$ cat config.mk
export PLATFORM = sky130hd
export DESIGN_NAME = pitch_pid_with_cutoff
export DESIGN_NICKNAME = d
export VERILOG_FILES = /design/src/hdl/ppc_pkg.sv /design/src/hdl/pitch_pid_with_cutoff.sv
export SDC_FILE = /design/constraint.sdc
export NUM_CORES = 2
export LEC_CHECK = 0
export ABC_AREA = 1
export BUFFER_PORTS_ARGS = -buffer_cell sky130_fd_sc_hd__buf_4
export CAP_MARGIN = 25
export CORE_MARGIN = 10
export CORE_UTILIZATION = 60
export CTS_CLUSTER_DIAMETER = 50
export DETAILED_ROUTE_END_ITERATION = 6
export GPL_TIMING_DRIVEN = 0
export PLACE_DENSITY = 0.79
export SETUP_SLACK_MARGIN = 0.3
export SYNTH_ARGS = -nofsm -noshare
export SYNTH_HDL_FRONTEND = slang
export SYNTH_SLANG_ARGS = --single-unit
$ cat constraint.sdc
create_clock -name clk -period 5.85 [get_ports clk]
set_input_delay 0.2925 -clock clk [delete_from_list [all_inputs] [get_ports clk]]
set_output_delay 0.2925 -clock clk [all_outputs]
set_load 0.01 [all_outputs]
$ cat src/hdl/ppc_pkg.sv
// ----------------------------------------------------------------------------
// ppc_pkg: shared constants and types of the pitch PID controller
// Widths, the tip-over limit and the register index codes.
// ----------------------------------------------------------------------------
package ppc_pkg;

	localparam int ACC_WIDTH   = 32;
	localparam int PITCH_W     = 15;
	localparam int GAIN_W      = 16;
	localparam int LIMIT_W     = 15;
	localparam int DRIVE_W     = 16;
	localparam int ERR_W       = 16;
	localparam int DIFF_W      = ERR_W + 1;
	localparam int PROD_P_W    = GAIN_W + ERR_W;
	localparam int PROD_I_W    = GAIN_W + ACC_WIDTH;
	localparam int PROD_D_W    = GAIN_W + DIFF_W;
	localparam int SUM_W       = ACC_WIDTH + GAIN_W + 2;
	localparam int CFG_INDEX_W = 2;
	localparam int CFG_DATA_W  = 16;
	localparam int TIP_LIMIT   = 5760;

	typedef enum logic [CFG_INDEX_W-1:0] {
		REG_GAIN_P,
		REG_GAIN_I,
		REG_GAIN_D,
		REG_DRIVE_LIMIT
	} cfg_reg_t;

endpackage

$ cat src/hdl/pitch_pid_with_cutoff.sv
// ----------------------------------------------------------------------------
// pitch_pid_with_cutoff: pitch PID controller with tip-over cutoff
// Computes a clamped drive command from measured and target pitch.
// ----------------------------------------------------------------------------
// Each input item is one control tick carrying measured and target pitch.
// The result item carries the drive command and the tip-over flag.
// Gains and the drive limit are written through the configuration channel
// (always ready); the user must write while no item is in flight, unchecked.
// The block is a three-stage pipeline: the first stage forms the error and,
// unless the item has tipped over, updates the saturating error sum and the
// previous error, the second forms the three gain products, and the third
// adds, shifts and clamps (zero on tip-over) into the output register. One
// item is taken in every cycle unless the output stalls. The first stage
// state is updated on acceptance, which allows the next item right behind.
// When the receiver stalls, the whole pipeline holds and in_ready drops only
// while the output register is full and not taken. Reset clears the gains,
// the limit, the error sum, the previous error and all stage valids.
// ----------------------------------------------------------------------------
module pitch_pid_with_cutoff
	import ppc_pkg::*;
(
	input  logic                          clk,
	input  logic                          arst_n,
	input  logic                          cfg_valid,
	output logic                          cfg_ready,
	input  logic [CFG_INDEX_W-1:0]        cfg_index,
	input  logic [CFG_DATA_W-1:0]         cfg_data,
	input  logic                          in_valid,
	output logic                          in_ready,
	input  logic signed [PITCH_W-1:0]     measured_pitch,
	input  logic signed [PITCH_W-1:0]     target_pitch,
	output logic                          out_valid,
	input  logic                          out_ready,
	output logic signed [DRIVE_W-1:0]     drive,
	output logic                          tipped_over
);

	logic signed [GAIN_W-1:0]    gain_p_q;
	logic signed [GAIN_W-1:0]    gain_i_q;
	logic signed [GAIN_W-1:0]    gain_d_q;
	logic        [LIMIT_W-1:0]   drive_limit_q;
	logic signed [ACC_WIDTH-1:0] error_acc_q;
	logic signed [ERR_W-1:0]     prev_err_q;

	logic                        pipe_en;
	logic                        in_acc;
	logic                        tip_in;
	logic signed [ERR_W-1:0]     err_in;
	logic signed [ACC_WIDTH:0]   acc_wide;
	logic signed [ACC_WIDTH-1:0] acc_next;
	logic signed [DIFF_W-1:0]    diff_in;

	logic                        valid_s1;
	logic                        tip_s1;
	logic signed [ERR_W-1:0]     err_s1;
	logic signed [ACC_WIDTH-1:0] acc_s1;
	logic signed [DIFF_W-1:0]    diff_s1;

	logic                        valid_s2;
	logic                        tip_s2;
	logic signed [PROD_P_W-1:0]  prod_p_s2;
	logic signed [PROD_I_W-1:0]  prod_i_s2;
	logic signed [PROD_D_W-1:0]  prod_d_s2;

	logic signed [SUM_W-1:0]     sum_c;
	logic signed [SUM_W-1:0]     shifted_c;
	logic signed [SUM_W-1:0]     limit_pos_c;
	logic signed [SUM_W-1:0]     limit_neg_c;
	logic signed [SUM_W-1:0]     clamped_c;

	assign cfg_ready = 1'b1;
	assign pipe_en   = !out_valid || out_ready;
	assign in_ready  = pipe_en;
	assign in_acc    = in_valid && pipe_en;

	assign tip_in   = (measured_pitch > $signed(PITCH_W'(TIP_LIMIT)))
	               || (measured_pitch < -$signed(PITCH_W'(TIP_LIMIT)));
	assign err_in   = ERR_W'(measured_pitch) - ERR_W'(target_pitch);
	assign acc_wide = (ACC_WIDTH+1)'(error_acc_q) + (ACC_WIDTH+1)'(err_in);
	assign diff_in  = DIFF_W'(err_in) - DIFF_W'(prev_err_q);

	always_comb begin
		if (acc_wide[ACC_WIDTH] != acc_wide[ACC_WIDTH-1]) begin
			acc_next = acc_wide[ACC_WIDTH] ? {1'b1, {(ACC_WIDTH-1){1'b0}}}
			                               : {1'b0, {(ACC_WIDTH-1){1'b1}}};
		end else begin
			acc_next = acc_wide[ACC_WIDTH-1:0];
		end
	end

	always_comb begin
		sum_c       = SUM_W'(prod_p_s2) + SUM_W'(prod_i_s2) + SUM_W'(prod_d_s2);
		shifted_c   = sum_c >>> 4;
		limit_pos_c = $signed(SUM_W'(drive_limit_q));
		limit_neg_c = -limit_pos_c;
		if (tip_s2) begin
			clamped_c = '0;
		end else if (shifted_c > limit_pos_c) begin
			clamped_c = limit_pos_c;
		end else if (shifted_c < limit_neg_c) begin
			clamped_c = limit_neg_c;
		end else begin
			clamped_c = shifted_c;
		end
	end

	always_ff @(posedge clk or negedge arst_n) begin
		if (!arst_n) begin
			gain_p_q      <= '0;
			gain_i_q      <= '0;
			gain_d_q      <= '0;
			drive_limit_q <= '0;
		end else if (cfg_valid && cfg_ready) begin
			unique case (cfg_reg_t'(cfg_index))
				REG_GAIN_P:      gain_p_q      <= $signed(cfg_data[GAIN_W-1:0]);
				REG_GAIN_I:      gain_i_q      <= $signed(cfg_data[GAIN_W-1:0]);
				REG_GAIN_D:      gain_d_q      <= $signed(cfg_data[GAIN_W-1:0]);
				REG_DRIVE_LIMIT: drive_limit_q <= cfg_data[LIMIT_W-1:0];
			endcase
		end
	end

	always_ff @(posedge clk or negedge arst_n) begin
		if (!arst_n) begin
			error_acc_q <= '0;
			prev_err_q  <= '0;
		end else if (in_acc && !tip_in) begin
			error_acc_q <= acc_next;
			prev_err_q  <= err_in;
		end
	end

	always_ff @(posedge clk or negedge arst_n) begin
		if (!arst_n) begin
			valid_s1  <= 1'b0;
			valid_s2  <= 1'b0;
			out_valid <= 1'b0;
		end else if (pipe_en) begin
			valid_s1  <= in_valid;
			valid_s2  <= valid_s1;
			out_valid <= valid_s2;
		end
	end

	always_ff @(posedge clk) begin
		if (pipe_en) begin
			tip_s1      <= tip_in;
			err_s1      <= err_in;
			acc_s1      <= acc_next;
			diff_s1     <= diff_in;
			tip_s2      <= tip_s1;
			prod_p_s2   <= gain_p_q * err_s1;
			prod_i_s2   <= gain_i_q * acc_s1;
			prod_d_s2   <= gain_d_q * diff_s1;
			drive       <= clamped_c[DRIVE_W-1:0];
			tipped_over <= tip_s2;
		end
	end

	a_tip_zero_drive: assert property (@(posedge clk) disable iff (!arst_n)
		out_valid && tipped_over |-> drive == '0)
		else $error("tipped result carries a nonzero drive");

	a_tip_keeps_state: assert property (@(posedge clk) disable iff (!arst_n)
		in_acc && tip_in |=> $stable(error_acc_q) && $stable(prev_err_q))
		else $error("tipped item changed the PID state");

	a_stall_holds_s1: assert property (@(posedge clk) disable iff (!arst_n)
		!pipe_en && valid_s1 |=> valid_s1 && $stable(acc_s1))
		else $error("first stage item lost during a stall");

	a_stall_holds_s2: assert property (@(posedge clk) disable iff (!arst_n)
		!pipe_en && valid_s2 |=> valid_s2 && $stable(prod_i_s2))
		else $error("second stage item lost during a stall");

endmodule
==> flow_summary_export.csv <==
group,metric,value,unit
setup_path,r2r_cells,24,
clocking,cts_max_level,2,
logic_synthesis,ys.flop_type,"edfxtp_1",
clocking,clk_pin_slew,0.06,ns
logic_synthesis,async_flop_share,0.367,
route,routed_wl,194,mm
job,drv_cap,0,
floorplanning,die-area,112000,µm²
final_layout,utilization,0.723,
setup_path,end_kind,"flop",
logic_synthesis,synth_cell_types,60,
setup_path,worstPathRequired,6.21,ns
floorplanning,fp.dieH,335,µm
setup_path,path_max_fanout,5,
logic_synthesis,synth_edf_count,197,
placement,dp_slack,-1.62,ns
sta,worst_slack,-0.622,ns
logic_synthesis,syn_avg_cell_area,8.11,µm²
floorplanning,ios,73,
floorplanning,rows,115,
route,post_drt_wl_per_cell,21.4,µm
final_layout,area_growth,19.5,%
floorplanning,die_w,335,µm
sta,setup_viol,58,
route,antenna_left,0,
placement,globalplace.congestion,1.00,
floorplanning,start_util,0.605,
route,viasPerCell,5.72,
setup_path,crit_type,"flop to flop",
worst_hold_path,hold_depth,5,
sta,worst_pin_slew,1.08,ns
final_layout,layout-drive-gt1-share,0.175,
route,dr.pass1.iters,6,
clocking,max-clock-path-buffers,3,
route,vias,51900,
global_route,antenna_found_initial,11,
outcome,outcome,"complete, but fails checks",
logic_synthesis,synth.net_count,8925,
outcome,violations,"negative setup slack",
logic_synthesis,netlist_area,59500,µm²
logic_synthesis,yosysSeqAreaShare,0.147,
sta,drv_slew,0,
clocking,worstSkewPairLatency,0.60,ns
global_route,track_usage,0.330,
global_route,grt_pass1_vias,53200,
sta,grt_setup_unrepaired,"true",
route,drc,0,
clocking,cts_root_buf,"clkbuf_16",
worst_hold_path,min_path_type,"primary input to flop",
placement,hpwl,141,mm
logic_synthesis,netlist_instances,7341,
logic_synthesis,synth_warnings,0,
sta,worst_clock_skew,0.0265,ns
global_route,grt_pass1_wl,289,mm
final_layout,mostFrequentLayoutCells,"inv_1 (1,882), nand2_1 (1,721), fa_1 (1,008), ha_1 (365), buf_4 (305)",
clocking,cts_buffers,43,
placement,numPortBuffers,71,
route,drtIter0Drc,5357,
logic_synthesis,synth_top_area_frac,0.361,
logic_synthesis,synth_area_leaders,"fa_1 (36%), inv_1 (13%), nand2_1 (11%)",
sta,period_needed,6.47,ns
sta,fmax,155,MHz
global_route,grt_max_degree,135,
global_route,overflow,0,
clocking,cts_tree,"yes",
final_layout,final_nets,9336,
sta,hold_viol,0,
setup_path,worstPathArrival,6.83,ns
sta,min_period_over_period,1.11,
floorplanning,core_area,98400,µm²
clocking,numClockSinks,311,
final_layout,layout_commonest_cell,"inv_1",
logic_synthesis,ys_ff_latch,311,
setup_path,rrSetupSlack,-0.62,ns
logic_synthesis,synth_top_area_cell,"fa_1",
sta,maxSlewHeadroom,0.276,
setup_path,cp-start-kind,"flop",
metal layers:
| metal | GRT usage | vias up | wire length (µm) |
|---|---|---|---|
| met4 | 0.177 | 10 | 14300 |
| met3 | 0.0902 | 1030 | 24300 |
| li1 | - | 22400 | - |
| met2 | 0.526 | 3437 | 88000 |
| met5 | 0.00310 | - | 94 |
| met1 | 0.406 | 25100 | 67500 |
path summary, 6_finish.rpt:
| check | start | end |
|---|---|---|
| max in group asynchronous | arst_n | drive_limit_q[13] |
| worst max-delay path | err_s1[9] | prod_p_s2[29] |
| worst max register to register | err_s1[9] | prod_p_s2[29] |
| min in group asynchronous | arst_n | error_acc_q[14] |
| worst min register to register | tip_s1 | tip_s2 |
| worst min-delay path | in_valid | valid_s1 |
flip-flops by register name, summed over array words and instances, names as in the netlist, 15 cells and up:
register	cells
acc_s1	32
diff_s1	17
drive	16
drive_limit_q	15
err_s1	16
error_acc_q	32
gain_d_q	16
gain_i_q	16
gain_p_q	16
prev_err_q	16
prod_d_s2	33
prod_i_s2	48
prod_p_s2	32
timing repair:
| item | in CTS | in global routing |
|---|---|---|
| gates resized for setup | 825 | 464 |
| endpoints found under the setup margin | 99 | 90 |
| endpoints found under the hold margin | 48 | 0 |
| hold buffers | 1 | 0 |
| setup buffers | 177 | 108 |
| gates cloned | 3 | 2 |
| pin swaps | 217 | 279 |
per-stage QoR:
stage	hold WS, ns	TNS, ns	area [µm²]	cells
2_1_floorplan	-0.00309	0	60300	7341
3_3_place_gp	0.402	-176.20	62500	8699
3_5_place_dp	0.193	-48.12	62600	8702
4_1_cts	0.0281	-6.81	68800	8963
5_1_grt	0.0564	-21.61	71100	9074
6_report	0.0457	-16.04	71200	9083
worst max-delay path, cell delays in order, from the launching register on:
cell and delay, ns:
edfxtp_1 0.57, buf_8 0.18, clkbuf_16 0.14, buf_8 0.10, buf_4 0.16, nand2_2 0.07
fa_1 0.48, inv_1 0.05, fa_1 0.48, fa_1 0.53, fa_1 0.54, fa_1 0.50
inv_1 0.05, fa_1 0.53, inv_2 0.06, ha_4 0.25, a21oi_2 0.15, o21a_1 0.21
o21ai_2 0.08, a21oi_2 0.16, nor2_1 0.10, nor2_2 0.19, o21bai_2 0.10, a21oi_2 0.20
xor2_2 0.34
synthesized netlist by cell type (104+ instances only):
master,instances
inv_1,1995
nand2_1,1809
nor2_1,262
fa_1,1074
nand3_1,104
dfrtp_1,114
ha_1,457
xor2_1,145
edfxtp_1,197
clkbuf_1,263
o21ai_0,209
a21oi_1,277
logic make-up after synthesis:
kind of cell,share of synthesized area
and+or+nand+nor,0.158
buffers and inverters,0.145
adders and majority gates,0.457
AOI/OAI and AO/OA,0.0607
DFF,0.147
xor gates and xnor gates,0.0318
other,0.0000630
area by class of cell:
class,instances,area [µm²]
antenna,9,22.5
buffer,283,3180
clock buffer,50,1110
clock inverter,30,367
fill,6793,27300
inverter,2006,7560
multi-input combinational,4741,45400
sequential,311,8770
tap,1287,1610
timing repair buffer,366,3160
Power is left out: the tool's default activity adds up to more than one toggle a clock period on the data nets, which glitch-free logic cannot reach.
